$ cat config.mk
export PLATFORM = sky130hd
export DESIGN_NAME = calendar_day_difference
export DESIGN_NICKNAME = d
export VERILOG_FILES = /design/src/rtl/core/cdd_pkg.sv /design/src/rtl/core/cdd_step.sv /design/src/rtl/core/calendar_day_difference.sv
export SDC_FILE = /design/constraint.sdc
export NUM_CORES = 1
export LEC_CHECK = 0
export ABC_AREA = 1
export ABC_CLOCK_PERIOD_IN_PS = 11810
export BUFFER_PORTS_ARGS = -buffer_cell sky130_fd_sc_hd__buf_2
export CORE_MARGIN = 1.5
export CORE_UTILIZATION = 55
export DETAILED_ROUTE_END_ITERATION = 10
export PLACE_DENSITY = 0.76
export SETUP_SLACK_MARGIN = 0.4
export SLEW_MARGIN = 15
export SYNTH_ARGS = -nofsm -noshare
export SYNTH_HDL_FRONTEND = slang
export SYNTH_SLANG_ARGS = --single-unit
$ cat constraint.sdc
create_clock -name clk -period 11.81 [get_ports clk]
set_clock_uncertainty 0.1 [all_clocks]
set_input_delay 2.362 -clock clk [delete_from_list [all_inputs] [get_ports clk]]
set_output_delay 2.362 -clock clk [all_outputs]
set_load 0.02 [all_outputs]
$ cat src/rtl/core/cdd_pkg.sv
// Package with the request and result types, status codes and calendar tables.
`timescale 1ns / 1ps

package cdd_pkg;

  localparam int unsigned DayW      = 5;
  localparam int unsigned MonthW    = 4;
  localparam int unsigned YearW     = 14;
  localparam int unsigned WalkYearW = YearW + 1;
  localparam int unsigned CountW    = 22;
  localparam int unsigned StatusW   = 2;

  localparam logic [YearW-1:0]  MAX_YEAR        = YearW'(9999);
  localparam logic [MonthW-1:0] MONTHS_PER_YEAR = MonthW'(12);
  localparam logic [CountW-1:0] DAYS_PER_YEAR   = CountW'(365);

  localparam logic [StatusW-1:0] ST_OK      = 2'd0;
  localparam logic [StatusW-1:0] ST_ORDER   = 2'd1;
  localparam logic [StatusW-1:0] ST_BAD_END = 2'd2;

  typedef struct packed {
    logic [DayW-1:0]   start_day;
    logic [MonthW-1:0] start_month;
    logic [YearW-1:0]  start_year;
    logic [DayW-1:0]   end_day;
    logic [MonthW-1:0] end_month;
    logic [YearW-1:0]  end_year;
  } cdd_req_t;

  typedef struct packed {
    logic [CountW-1:0]  day_count;
    logic [StatusW-1:0] status;
  } cdd_res_t;

  // Year first, so that comparing the packed words orders the dates.
  typedef struct packed {
    logic [WalkYearW-1:0] year;
    logic [MonthW-1:0]    month;
    logic [DayW-1:0]      day;
  } cdd_date_t;

  typedef struct packed {
    logic equal;
    logic end_before;
    logic year_behind;
  } cdd_flags_t;

  // Length of a month; a month outside the year has length zero.
  function automatic logic [DayW-1:0] len_of(input logic [MonthW-1:0] m);
    logic [DayW-1:0] len;
    case (m)
      4'd1, 4'd3, 4'd5, 4'd7, 4'd8, 4'd10, 4'd12: len = DayW'(31);
      4'd4, 4'd6, 4'd9, 4'd11:                    len = DayW'(30);
      4'd2:                                       len = DayW'(28);
      default:                                    len = '0;
    endcase
    return len;
  endfunction

  function automatic logic day_month_real(input logic [DayW-1:0] d,
                                          input logic [MonthW-1:0] m);
    logic m_ok;
    m_ok = (m >= MonthW'(1)) && (m <= MONTHS_PER_YEAR);
    return m_ok && (d >= DayW'(1)) && (d <= len_of(m));
  endfunction

endpackage

$ cat src/rtl/core/cdd_step.sv
// Shared date step unit: advances the working date by a day or a year and compares it.
`timescale 1ns / 1ps

module cdd_step
  import cdd_pkg::*;
(
  input  cdd_date_t         walk,
  input  cdd_date_t         end_date,
  input  logic [CountW-1:0] count,
  input  logic              year_step,
  output cdd_date_t         walk_next,
  output logic [CountW-1:0] count_next,
  output cdd_flags_t        flags
);

  logic [DayW:0]   day_inc;
  logic [MonthW:0] month_inc;
  logic            wrap_month;
  logic            wrap_year;
  cdd_date_t       year_ahead;

  always_comb begin
    day_inc    = {1'b0, walk.day} + (DayW+1)'(1);
    wrap_month = day_inc > {1'b0, len_of(walk.month)};
    month_inc  = {1'b0, walk.month} + (MonthW+1)'(wrap_month);
    wrap_year  = month_inc > {1'b0, MONTHS_PER_YEAR};

    year_ahead      = walk;
    year_ahead.year = walk.year + WalkYearW'(1);

    if (year_step) begin
      walk_next      = walk;
      walk_next.year = walk.year + WalkYearW'(1);
      count_next     = count + DAYS_PER_YEAR;
    end else begin
      walk_next.day   = wrap_month ? DayW'(1) : day_inc[DayW-1:0];
      walk_next.month = wrap_year ? MonthW'(1) : month_inc[MonthW-1:0];
      walk_next.year  = walk.year + WalkYearW'(wrap_year);
      count_next      = count + CountW'(1);
    end

    flags.equal       = walk == end_date;
    flags.end_before  = end_date < walk;
    flags.year_behind = year_ahead <= end_date;
  end

endmodule

$ cat src/rtl/core/calendar_day_difference.sv
// Top level: sequencer that walks a start date to an end date on a 365-day calendar.
// After S_NORM, the result is registered in S_CHECK for an error status, and in S_WALK
// when ok, where the shared step unit advances the date by one year or one day per cycle.
// Only one request is in work at a time; busy stays high until the result is shown.
// The result is shown for exactly one cycle with done; synchronous reset returns to idle.
`timescale 1ns / 1ps

module calendar_day_difference
  import cdd_pkg::*;
(
  input  logic     clk,
  input  logic     rst,
  input  logic     start,
  input  cdd_req_t request,
  output logic     busy,
  output logic     done,
  output cdd_res_t result
);

  localparam logic [2:0] S_IDLE  = 3'd0;
  localparam logic [2:0] S_NORM  = 3'd1;
  localparam logic [2:0] S_CHECK = 3'd2;
  localparam logic [2:0] S_WALK  = 3'd3;

  logic [2:0]        state;
  cdd_date_t         walk;
  cdd_date_t         end_date;
  logic [CountW-1:0] count;
  logic              year_step;
  cdd_date_t         walk_next;
  logic [CountW-1:0] count_next;
  cdd_flags_t        flags;
  logic              end_real;

  assign busy = state != S_IDLE;

  assign year_step = (state == S_WALK) && flags.year_behind;

  assign end_real = day_month_real(end_date.day, end_date.month)
                    && (end_date.year <= WalkYearW'(MAX_YEAR));

  cdd_step u_step (
    .walk       (walk),
    .end_date   (end_date),
    .count      (count),
    .year_step  (year_step),
    .walk_next  (walk_next),
    .count_next (count_next),
    .flags      (flags)
  );

  always_ff @(posedge clk) begin
    if (rst) begin
      state <= S_IDLE;
      done  <= 1'b0;
    end else begin
      done <= 1'b0;
      unique case (state)
        S_IDLE: begin
          if (start) begin
            walk.day        <= request.start_day;
            walk.month      <= request.start_month;
            walk.year       <= WalkYearW'(request.start_year);
            end_date.day    <= request.end_day;
            end_date.month  <= request.end_month;
            end_date.year   <= WalkYearW'(request.end_year);
            count           <= '0;
            state           <= S_NORM;
          end
        end
        S_NORM: begin
          if (!day_month_real(walk.day, walk.month)) begin
            walk  <= walk_next;
            count <= count_next;
          end
          state <= S_CHECK;
        end
        S_CHECK: begin
          if (!end_real) begin
            result.day_count <= '0;
            result.status    <= ST_BAD_END;
            done             <= 1'b1;
            state            <= S_IDLE;
          end else if (flags.end_before) begin
            result.day_count <= '0;
            result.status    <= ST_ORDER;
            done             <= 1'b1;
            state            <= S_IDLE;
          end else begin
            state <= S_WALK;
          end
        end
        S_WALK: begin
          if (flags.equal) begin
            result.day_count <= count;
            result.status    <= ST_OK;
            done             <= 1'b1;
            state            <= S_IDLE;
          end else begin
            walk  <= walk_next;
            count <= count_next;
          end
        end
        default: begin
          state <= S_IDLE;
        end
      endcase
    end
  end

  // The walk never passes the end date.
  a_no_overshoot: assert property (@(posedge clk) disable iff (rst)
    (state == S_WALK) |-> !flags.end_before)
    else $error("working date passed the end date");

  // An error status always carries a zero count.
  a_error_zero: assert property (@(posedge clk) disable iff (rst)
    (done && result.status != ST_OK) |-> (result.day_count == '0))
    else $error("error result with nonzero count");

  // The result strobe coincides with the return to idle.
  a_done_idle: assert property (@(posedge clk) disable iff (rst)
    done |-> !busy)
    else $error("done raised while still busy");

  // An accepted request makes the block busy in the next cycle.
  a_accept_busy: assert property (@(posedge clk) disable iff (rst)
    (start && !busy) |=> (busy && !done))
    else $error("accepted request did not start work");

endmodule
Word level (Yosys, flattened, before mapping). Memory sizes are Yosys's and may differ from the RTL's. A register that Yosys moved wholly into a read port is not among the register bits. Index checks and enable logic that the tools add are counted.

Register bits: 97. Bits in read-only memories: 240. Input port bits: 49. Output and inout port bits: 26. Word-level logic and storage cells: 89. Memories: 3.

Memory list: (name not given) (depth 16, width 5, read ports 1, clocked after Yosys merged registers in 1, wr ports 0, line cdd_pkg.sv:51) `case (m)`; (name not given) (depth 16, width 5, read ports 1, clocked after Yosys merged registers in 1, wr ports 0, line cdd_pkg.sv:51); (name not given) (depth 16, width 5, read ports 1, clocked after Yosys merged registers in 1, wr ports 0, line cdd_pkg.sv:51).

Add/sub/neg operators: 6. $lt $le $gt $ge: 13. Equality and inequality tests: 9. Muxes and demuxes: 30. Bitwise gates (word level): 1. Reduce and logical (&&, ||, !) cells: 16.

Operators by type and width (number): $mux 24 (7); $mux 22 (4); $pmux 24 s3 (1); $pmux 22 s3 (1); $pmux 24 s2 (1); $eq 24x23->1 (1); $le 24x23->1 (1); $lt 23x24->1 (1); $add 22x1->22 const B (1); $add 22x9->22 const B (1); $mux 4 (4); $add 15x1->15 (1); $add 15x1->15 const B (1); $mux 5 (3); $le 14x14->1 const B (1); $pmux 3 s4 (1); $ge 5x1->1 const B (2); $le 5x5->1 (2); $ge 4x1->1 const B (2); $le 4x4->1 const B (2); $logic_and 1x1->1 (8); $ne 2x2->1 const B (4); $add 5x1->6 const B (1); $eq 3x2->1 const B (2); other kinds (17) (22).

Longest topological paths before layout. Gate-level depths: netlist of the first run.

Depth after elaboration: 9. Mapped depth: 31. Depth with buffers taken out: 30.

Modules after synthesis. A second synthesis of the first run with hierarchy kept.

Cells, all modules: 926. Area, all modules: 7382.1 um2.

Modules (own cells, without submodules): calendar_day_difference (instances 1, cells each 430, area each 4406.7 um2, seq. area each 2972.9 um2); cdd_step (instances 1, cells each 496, area each 2975.4 um2, seq. area each 0.0 um2).

Worst setup path before layout of the first run. Ideal clock, no wire load.

Path type: input-to-reg. Start point: input port start. End point: register (tool-made name). Library setup time: 115 ps. Arrival time: 4494 ps. Data required time: 11595 ps. Path slack: 7101 ps. Cell stages on the path: 11. Buffers on the path: 0. Path through: nand2_1 a21oi_1 o21ai_0 nor2_2 inv_1 nand2_1 inv_1 nor2_4 nand3_1 nand2_1 nand2_1.

RTL lines: start, declared (line calendar_day_difference.sv:13) `input logic start,`.

Final worst setup path of the first run.
Start point: register walk[12] (netlist name). End point: register count[17], data pin.

Word-level cells in the longest chain between the ends: 6. Elaborated cells on any way between the ends: 7. Those cells by class: 1 x add/sub; 1 x order compare; 4 x mux; 1 x reduce/logical.

RTL lines: $add 15x1->15 (*) (line cdd_step.sv:29) `year_ahead.year = walk.year + WalkYearW'(1);`; $le 24x23->1 (*) (line cdd_step.sv:44) `flags.year_behind = year_ahead <= end_date;`; $logic_and 1x1->1 (*) (line calendar_day_difference.sv:37) `assign year_step = (state == S_WALK) && flags.year_behind;`; $mux 22 (*) (line cdd_step.sv:31) `if (year_step) begin`; $mux 22 (on tied branches) (line calendar_day_difference.sv:94, calendar_day_difference.sv:72); $pmux 22 s3 (*) (line calendar_day_difference.sv:58) `unique case (state)`; end signal, assigned (line calendar_day_difference.sv:74) `count <= count_next;`; end signal, assigned (line calendar_day_difference.sv:101) `count <= count_next;`; end, declared (line calendar_day_difference.sv:28) `logic [CountW-1:0] count;`.

Mark *: on every way between the ends. The rest lies on a longest branch, timed or not. The select of a mux whose other input is x is not followed. A chain may end at the register's enable or synchronous reset.

==> reports/metrics.cfg, run 1 <==
[clocking]
cts_max_path_buffers = 2
cts_tree = done
ctsRootBufferMaster = clkbuf_16
cts.sinks = 102
cts_hold_buffers = 0
postCtsSetupBuffers = 0
cts_made_buffers = 9
post_cts_resized = 0
clk_pin_slew_worst_paths_ns = 0.07
htreeDepth = 3
clkLatencyLatePin_ns = 0.36

[setup_path]
cp_max_fo = 25
cp.required_ns = 11.83
cp-end-kind = flip-flop
r2r.worst_path.cells = 27
start_kind = flip-flop
criticalPathCategory = flip-flop to flip-flop
cp.arrival_ns = 5.09

[placement]
place_congestion = 0.882
placed_cell_area_sq_um = 7420
dp_hpwl_um = 10600
io_buffers = 74

[sta]
whs_ns = 0.511
final-max-slew-violation-count = 0
fin_crit_sh_pct = 42.9
period_needed_ns = 5.07
setup_violations = 0
finalHoldViolations = 0
finalSetupTns_ns = 0
worst_slew_pin_slew_ns = 0.873
timing.fmax_ghz = 0.197
rsz0062_at_grt = no
maxSlewHeadroom_pct = 41.7

[global_routing]
grt_pass1_vias = 5024
antenna_found_initial = 0
gr-total-overflow = 0
grt_first_pass_wirelength_um = 23500
grt_use_total_pct = 23.3
grt_max_degree = 49

[drt]
drt_first_iter_violations = 500
via_per_inst = 5.23
wire_per_inst_um = 13.4
ant_nets = 0
route.detailed.drc = 0
drt_wl_total_um = 13900
dr.pass1.iters = 5
vias = 5424

[logic_synthesis]
yosysWarnings = 0
synth_fp_nets = 913
synth_top_area_cell = edfxtp_1
synth_top_area_share_pct = 40.6
synth_edf_count = 93
synth_seq_area_share_pct = 43.2
syn_area_sq_um = 6880
synthDistinctLibCells = 54
netlist_top_cells_area = edfxtp_1 41%, ha_1 13%, nand2_1 7.6%
synth_cells = 790
yosys-top-cells-count = 140 x nand2_1, 130 x inv_1, 93 x edfxtp_1
yosysMostFrequentCell = nand2_1
ys_seq_elements = 102
synth-async-reset-ratio_pct = 0
synth_ff_type = edfxtp_1
synth_area_per_cell_sq_um = 8.71

[final_layout]
multi_input_area_sq_um = 3350
synthToLayoutAreaGrowth_pct = 12.3
post-route-util_pct = 63.8
num-fill-cells = 1068
final_area_sq_um = 7730
regArea_sq_um = 2970
drive_gt1_share_pct = 14.6
antennaDiodeCount = 0
final_nets = 987

[floorplanning]
die_h_um = 115
std_cell_rows = 40
core-area_sq_um = 12100
die_area_sq_um = 13200
io_pins = 75
start_util_pct = 56.8
die_x_um = 115

[min_path]
hold_class = flip-flop to flip-flop
holdPathStages = 2

[pwr]
power-per-cell-area_nw_per_um2 = 124
power.leakage_nw = 3.60
ir_drop_mv = 0.122
power.total_uw = 961

[status]
status = finished, final reports clean

[flow_run]
drv_cap = 0

## per-stage QoR
| step | setup WS [ns] | std cells |
|---|---|---|
| 2_1_floorplan | 7.10 | 790 |
| 3_3_place_gp | 6.95 | 1021 |
| 3_5_place_dp | 6.80 | 1021 |
| 4_1_cts | 6.76 | 1037 |
| 5_1_grt | 6.24 | 1037 |
| 6_report | 6.74 | 1037 |
## worst max-delay path, cell delays in order, from the launching register on
cell,delay [ns]
edfxtp_1,0.47
nand2_1,0.14
nor3_1,0.23
inv_1,0.11
nor3_2,0.15
nand4_1,0.15
nor2_1,0.15
xor2_1,0.11
ha_1,0.30
nand3_1,0.09
nor3_1,0.25
nand4_1,0.15
nand3_2,0.10
nand2_4,0.07
nand2_8,0.17
inv_4,0.14
ha_1,0.35
nand3_1,0.11
a21boi_1,0.22
o21ai_1,0.15
o21ai_2,0.20
a21oi_2,0.12
nor4_4,0.26
nand3_1,0.19
inv_2,0.10
nand2_1,0.07
nor2_1,0.08
nor2_1,0.05
## sequential cells by signal (all words and copies together) (netlist names), named ones only
name      flops
walk         24
end_date     23
result       24
state         2
done          1
count        22
## area by class of cell
cell class / instances / share of cell area (%)
clock buffer: 10 / 3.09
multi-input combinational: 542 / 43.3
tap: 168 / 2.72
timing repair buffer: 77 / 5.08
sequential: 102 / 38.5
clock inverter: 6 / 0.891
inverter: 132 / 6.44
## power breakdown
group	internal [mW]	total (mW)	switching [mW]
Clock	0.172	0.306	0.134
Combinational	0.0777	0.207	0.130
Sequential	0.426	0.448	0.0224
## path summary, 6_finish.rpt
check             startpoint   endpoint  slack [ns]
hold / removal      count[2]  result[4]        0.51
setup / recovery    walk[12]  count[17]        6.74
setup reg to reg    walk[12]  count[17]        6.74
hold reg to reg     count[2]  result[4]        0.51
## layout by cell type, fill, tap and decap left out, drive strengths merged, types with 10 or more instances in the layout
cell | Yosys | layout
a21oi | 49 | 49
buf | 8 | 77
clkbuf | 6 | 10
edfxtp | 93 | 93
ha | 74 | 74
inv | 132 | 134
nand2 | 151 | 151
nand3 | 46 | 46
nand4 | 14 | 14
nor2 | 82 | 82
nor3 | 18 | 18
o21ai | 44 | 44
xor2 | 21 | 21
## layer usage
metal	share of wire (%)	GRT usage, %	vias up
met2	45	37.3	163
met1	47	31.9	2418
li1	-	-	2822
met3	6.3	4.43	21
met4	1.8	7.90	0
met5	0	0	-
## cells by family (layout without fill, tap and decap cells)
| family | after synthesis | in the layout | share of synthesized area [%] |
|---|---|---|---|
| adders and majority gates | 74 | 74 | 13.5 |
| xor gates and xnor gates | 22 | 22 | 2.80 |
| and+or+nand+nor | 323 | 323 | 21.8 |
| AOI/OAI and AO/OA | 123 | 123 | 10.5 |
| DFF | 102 | 102 | 43.2 |
| buffers and inverters | 146 | 225 | 8.27 |
(Power assumes the default switching activity.)
==> run 2, diff against run 1 <==
ABC_CLOCK_PERIOD_IN_PS = 4300   (was 11810)
CORE_UTILIZATION = 54   (was 55)
PLACE_DENSITY = 0.78   (was 0.76)
clock period = 4.3 ns   (was 11.81 ns; I/O delays follow)
==> run 2 against run 1 <==
Compared with the run above:
- the flow now finishes with violations (negative setup slack)
- register-to-register slack got worse by 6.9 ns
- fmax up 14%
- total power rose to 3.0 times the previous value
- non-clock buffer count grew 108
- cell area rose by 18%
- via count is 17% higher
- worst setup slack worse by 6.9 ns
- die area rose by 1.8%
- sequential share of layout area decreased by 5.9 points
- clock power grew to 2.9 times the previous value
- largest cell class unchanged
==> reports/metrics.cfg, run 2 (same netlist as run 1, synthesis figures left out) <==
[floorplanning]
start_util_pct = 55.0  ; -1.8 points
die_h_um = 116  ; +0.90%
die_area_sq_um = 13400  ; +1.8%
die_x_um = 116  ; +0.90%
core-area_sq_um = 12500  ; +3.3%
std_cell_rows = 41  ; +2.5%
io_pins = 75  ; unchanged

[setup_path]
cp.arrival_ns = 4.48  ; -0.61 ns
path_delay_family = adder cells
cp.required_ns = 4.32  ; -7.51 ns
criticalPathCategory = flip-flop to flip-flop
cp_max_fo = 3  ; -88%
cp-end-kind = flip-flop
r2r_setup_slack_ns = -0.16  ; -6.90 ns
start_kind = flip-flop
worstReg2RegStart = walk[0]
regToRegEndpoint = walk[17]
crit_path_top_delay_cell = edfxtp_1
cpPeakStageDelay_ns = 0.47  ; about the same
worst-path-buf-inv = 9  ; +6
r2r.worst_path.cells = 29  ; +7.4%

[placement]
placed_cells = 1047  ; +2.5%
dp_hpwl_um = 11800  ; +12%
place_congestion = 0.917  ; +4.1%
dp_slack_ns = -0.0797  ; -6.88 ns
io_buffers = 74  ; unchanged

[final_layout]
final_cell_count_no_fill = 1149  ; +11%
antennaDiodeCount = 0  ; unchanged
synthToLayoutAreaGrowth_pct = 32.5
final_cell_mix = 129 x nand2_1, 119 x inv_1, 93 x edfxtp_1
post-route-util_pct = 72.9  ; +9.0 points
drive_gt1_share_pct = 32.5  ; +18 points
top_regs = result (24), walk (24), end_date (23)
final_nets = 1095  ; +11%
layout_commonest_cell = nand2_1

[sta]
period_needed_ns = 4.46  ; -0.612 ns
whs_ns = 0.504  ; -0.00724 ns
finalHoldViolations = 0  ; unchanged
setup_violations = 14  ; +14
worst_slew_pin_slew_ns = 0.909  ; +0.0360 ns
timing.fmax_ghz = 0.224  ; +14%
final-max-slew-violation-count = 0  ; unchanged
finalWorstSetupSlack_ns = -0.157  ; -6.90 ns
maxSlewHeadroom_pct = 39.3  ; -2.4 points
fin_crit_sh_pct = 104  ; +61 points
rsz0062_at_grt = yes
finalSetupTns_ns = -1.00  ; -1.00 ns

[drt]
dr.pass1.iters = 5  ; unchanged
drt_first_iter_violations = 612  ; +22%
met3_length_um = 1250  ; +43%
wire_per_inst_um = 17.3  ; +29%
route.detailed.drc = 0  ; unchanged
highest_layer = met4
drt_wl_total_um = 19900  ; +43%
drt-met1-wl_um = 7690  ; +17%
wl_met2_um = 9880  ; +58%
via_per_inst = 5.54  ; +6.0%
ant_nets = 0  ; unchanged
vias = 6369  ; +17%

[global_routing]
grt_first_pass_wirelength_um = 29000  ; +23%
antenna_found_initial = 0  ; unchanged
grt_pass1_vias = 5997  ; +19%
grt_use_total_pct = 28.5  ; +5.3 points
gr-total-overflow = 0  ; unchanged
grt_max_degree = 41  ; -16%

[clocking]
clkLatencyLatePin_ns = 0.37  ; about the same
cts_hold_buffers = 0  ; unchanged
cts.sinks = 102  ; unchanged
cts_made_buffers = 9  ; unchanged
cts_max_path_buffers = 2  ; unchanged
cts_tree = done
ctsRootBufferMaster = clkbuf_16
clk_pin_slew_worst_paths_ns = 0.07  ; about the same
htreeDepth = 3  ; unchanged

[pwr]
clkPwrFrac_pct = 29.9  ; -1.9 points
combPwrFrac_pct = 28.0  ; +6.4 points
swShare_pct = 32.2  ; +2.4 points
ir_drop_mv = 0.266  ; +120%
power-per-cell-area_nw_per_um2 = 321  ; +160%
p_switching_uw = 942  ; +230%
intPower_mw = 1.99  ; +190%
power.leakage_nw = 4.24  ; +18%
p_seq_share_pct = 42.1  ; -4.5 points

[min_path]
hp-start = state[1]
hold_class = flip-flop to flip-flop
holdPathStages = 2  ; unchanged
min_to = done

[status]
status = finished with violations
violations = negative setup slack

[flow_run]
drv_cap = 0  ; unchanged

==> run 2: changes by cell type in the layout (fill, tap and decap cells not counted), sizes merged <==
cell	previous run	this run
clkinv	2	3
clkinvlp	1	0
buf	77	185
==> run 2: worst max path at each step <==
stage,from,to,cells past startpoint
after CTS,walk[14],count[17],27
after global routing,walk[13],count[17],28
after global placement,walk[14],count[17],27
final,walk[0],walk[17],29
after detailed placement,walk[1],walk[21],28
after floorplan,walk[0],walk[19],29
==> run 2: area by class of cell <==
cell class                 count  area, sq um
fill                         869         3400
clock inverter                 6         76.3
inverter                     132          505
timing repair buffer         185         1310
clock buffer                  10          239
tap                          172          215
multi-input combinational    542         3800
sequential                   102         2970
==> run 2: what timing repair did <==
action | CTS | global route
endpoints found under the setup margin | 25 | 37
cloned | 0 | 0
hold endpoints to repair | 0 | 0
resized for setup | 68 | 50
setup buffers | 60 | 26
pin swaps | 19 | 20
==> run 2: tightest hold or removal path, delay by kind of cell, from the launching register on <==
kind | cells | cell delay, ns
buffers and inverters | 1 | 0.04
flip-flops | 1 | 0.39
AND/OR/NAND/NOR | 1 | 0.14
==> run 2: power groups by stage <==
stage	sequential, mW	combinational [mW]	clock, mW
2_1_floorplan	1.24	0.436	0
3_3_place_gp	1.24	0.602	0
3_5_place_dp	1.24	0.623	0
4_1_cts	1.22	0.695	0.889
5_1_grt	1.24	0.902	0.917
6_report	1.23	0.821	0.876
==> run 2: layer usage <==
| layer | vias to the layer above | GRT usage [%] |
|---|---|---|
| met4 | 0 | 17.9 |
| li1 | 3036 | - |
| met5 | - | 0 |
| met3 | 88 | 5.02 |
| met1 | 2955 | 33.7 |
| met2 | 290 | 48.2 |
==> run 2: metrics by stage <==
step / cell area, sq um / power [mW]
2_1_floorplan: 7010 / 1.68
3_3_place_gp: 7710 / 1.84
3_5_place_dp: 7710 / 1.87
4_1_cts: 8720 / 2.81
5_1_grt: 9120 / 3.06
6_report: 9120 / 2.93
==> run 3, diff against run 2 <==
ABC_CLOCK_PERIOD_IN_PS = unset   (was 4300)
CORE_UTILIZATION = 45   (was 54)
PLACE_DENSITY = 0.67   (was 0.78)
==> run 3 against run 2 <==
Compared with the run above:
- the flow still finishes with violations (negative setup slack)
- die area increased by 19%
- fmax decreased by 0.32%
- critical path depth increased by 3
- register-to-register slack about the same
- utilization decreased by 12 points
- worst setup slack got worse by 0.014 ns
- count of clock-buffer cells in the layout increased by 2
- global-route usage decreased by 5.5 points
- critical path type unchanged
- critical endpoint is now walk[16]
- largest cell class unchanged
- largest power group unchanged
==> reports/metrics.cfg, run 3 (same netlist as run 1, synthesis figures left out) <==
[min_path]
hold_class = flip-flop to flip-flop
hp-start = count[8]

[drt]
via_per_inst = 5.24  ; -5.6%
drt_first_iter_violations = 519  ; -15%
vias = 6125  ; -3.8%
dr.pass1.iters = 5  ; unchanged
drt_wl_total_um = 18600  ; -6.7%
route.detailed.drc = 0  ; unchanged
ant_nets = 0  ; unchanged
wire_per_inst_um = 15.9  ; -8.4%

[pwr]
power-per-cell-area_nw_per_um2 = 330  ; +2.8%
ir_drop_mv = 0.207  ; -22%
power.leakage_nw = 4.22  ; -0.32%

[clocking]
clk_pin_slew_worst_paths_ns = 0.07  ; about the same
clkLatencyLatePin_ns = 0.36  ; about the same
cts.sinks = 102  ; unchanged
ctsRootBufferMaster = clkbuf_16
cts_max_path_buffers = 2  ; unchanged
cts_tree = done
htreeDepth = 3  ; unchanged
cts_hold_buffers = 0  ; unchanged
cts_made_buffers = 9  ; unchanged

[final_layout]
top_regs = result (24), walk (24), end_date (23)
antennaDiodeCount = 0  ; unchanged
final_area_sq_um = 9190  ; +0.77%
final_nets = 1100  ; +0.46%
final_cell_mix = 123 x nand2_1, 116 x inv_1, 93 x edfxtp_1
layout_commonest_cell = nand2_1
synthToLayoutAreaGrowth_pct = 33.5
drive_gt1_share_pct = 33.0  ; +0.45 points
final_cell_count_no_fill = 1170  ; +1.8%

[setup_path]
cp_max_fo = 2  ; -1
cp.arrival_ns = 4.59  ; +0.11 ns
cpPeakStageDelay_ns = 0.39  ; -0.08 ns
cp-end-kind = flip-flop
startpoint = walk[15]
crit_path_top_delay_cell = edfxtp_1
critPathMostFrequentCell = buf_4
start_kind = flip-flop
cp.required_ns = 4.42  ; +0.10 ns
criticalPathCategory = flip-flop to flip-flop
worst-path-buf-inv = 27  ; +18
path_delay_family = buffers and inverters
worstReg2RegStart = walk[15]

[placement]
placed_cell_area_sq_um = 7770  ; +0.75%
placed_cells = 1068  ; +2.0%
place_congestion = 0.908  ; -1.0%
dp_hpwl_um = 12000  ; +0.94%
io_buffers = 74  ; unchanged

[sta]
finalWorstSetupSlack_ns = -0.171  ; -0.0145 ns
worst_slew_pin_slew_ns = 0.978  ; +0.0685 ns
rsz0062_at_grt = yes
setup_violations = 1  ; -13
fin_crit_sh_pct = 104  ; +0.34 points
final-max-slew-violation-count = 0  ; unchanged
maxSlewHeadroom_pct = 34.7  ; -4.6 points
finalSetupTns_ns = -0.171  ; +0.832 ns
timing.fmax_ghz = 0.224  ; -0.32%
finalHoldViolations = 0  ; unchanged
period_needed_ns = 4.47  ; +0.0145 ns

[floorplanning]
core-area_sq_um = 15100  ; +21%
die_h_um = 127  ; +9.3%
die_x_um = 127  ; +9.3%
die_area_sq_um = 16000  ; +19%
std_cell_rows = 45  ; +9.8%
start_util_pct = 45.6  ; -9.4 points
io_pins = 75  ; unchanged

[global_routing]
grt_first_pass_wirelength_um = 28800  ; -0.86%
antenna_found_initial = 0  ; unchanged
grt_use_total_pct = 23.0  ; -5.5 points
grt_max_degree = 29  ; -29%
gr-total-overflow = 0  ; unchanged
grt_pass1_vias = 5932  ; -1.1%

[flow_run]
drv_cap = 0  ; unchanged

[status]
status = finished with violations
violations = negative setup slack

## run 3: cell types whose count changed in the layout (fill, tap and decap cells not counted), sizes merged
cell | previous run | this run
clkbuf | 10 | 12
bufinv | 1 | 0
inv | 134 | 133
buf | 185 | 190
## run 3: layout make-up
type                    count  area (sq um)
fillers                  1236          5900
repair buffers            190          1370
inverters                 132           505
multi-input cells         542          3840
clock inverters             4          31.3
well taps                 188           235
flip-flops and latches    102          2970
clock buffers              12           236
## run 3: what timing repair did
item	4_1_cts	5_1_grt
endpoints found under the setup margin	24	36
resized for setup	58	73
pin swaps	25	31
setup buffers	73	13
gates cloned	0	0
## run 3: through the flow
stage	hold slack (ns)	total power, mW	util, %	setup WS [ns]
3_5_place_dp	0.484	1.87	51.5	-0.0835
5_1_grt	0.547	3.18	60.9	-0.273
4_1_cts	0.519	2.86	58.6	0.0699
3_3_place_gp	0.482	1.86	51.5	0.0357
2_1_floorplan	0.419	1.68	-	0.168
6_report	0.514	3.03	60.9	-0.171
## run 3: worst paths after layout
path | slack [ns] | to | depth (start not counted)
max | -0.17 | walk[16] | 32
min | 0.51 | result[10] | 2
max reg2reg | -0.17 | walk[16] | 32
min reg2reg | 0.51 | result[10] | 2
## run 3: layer usage
metal	global-route usage, %	routed length [um]	vias to the layer above
met1	27.9	7730	2826
met5	0	0	-
met2	39.3	9050	197
met3	5.15	1100	58
met4	10.3	698	0
li1	-	-	3044
## run 3: report_power, final
| group | total [mW] | switching (mW) | internal [mW] |
|---|---|---|---|
| clock | 0.773 | 0.376 | 0.397 |
| combinational | 1.03 | 0.528 | 0.501 |
| sequential | 1.23 | 0.0653 | 1.17 |
| total | 3.03 | 0.969 | 2.07 |
## run 3: worst min-delay path, stage by stage (launching register included)
cell	delay [ns]
edfxtp_1	0.36
inv_1	0.05
nor2_1	0.09
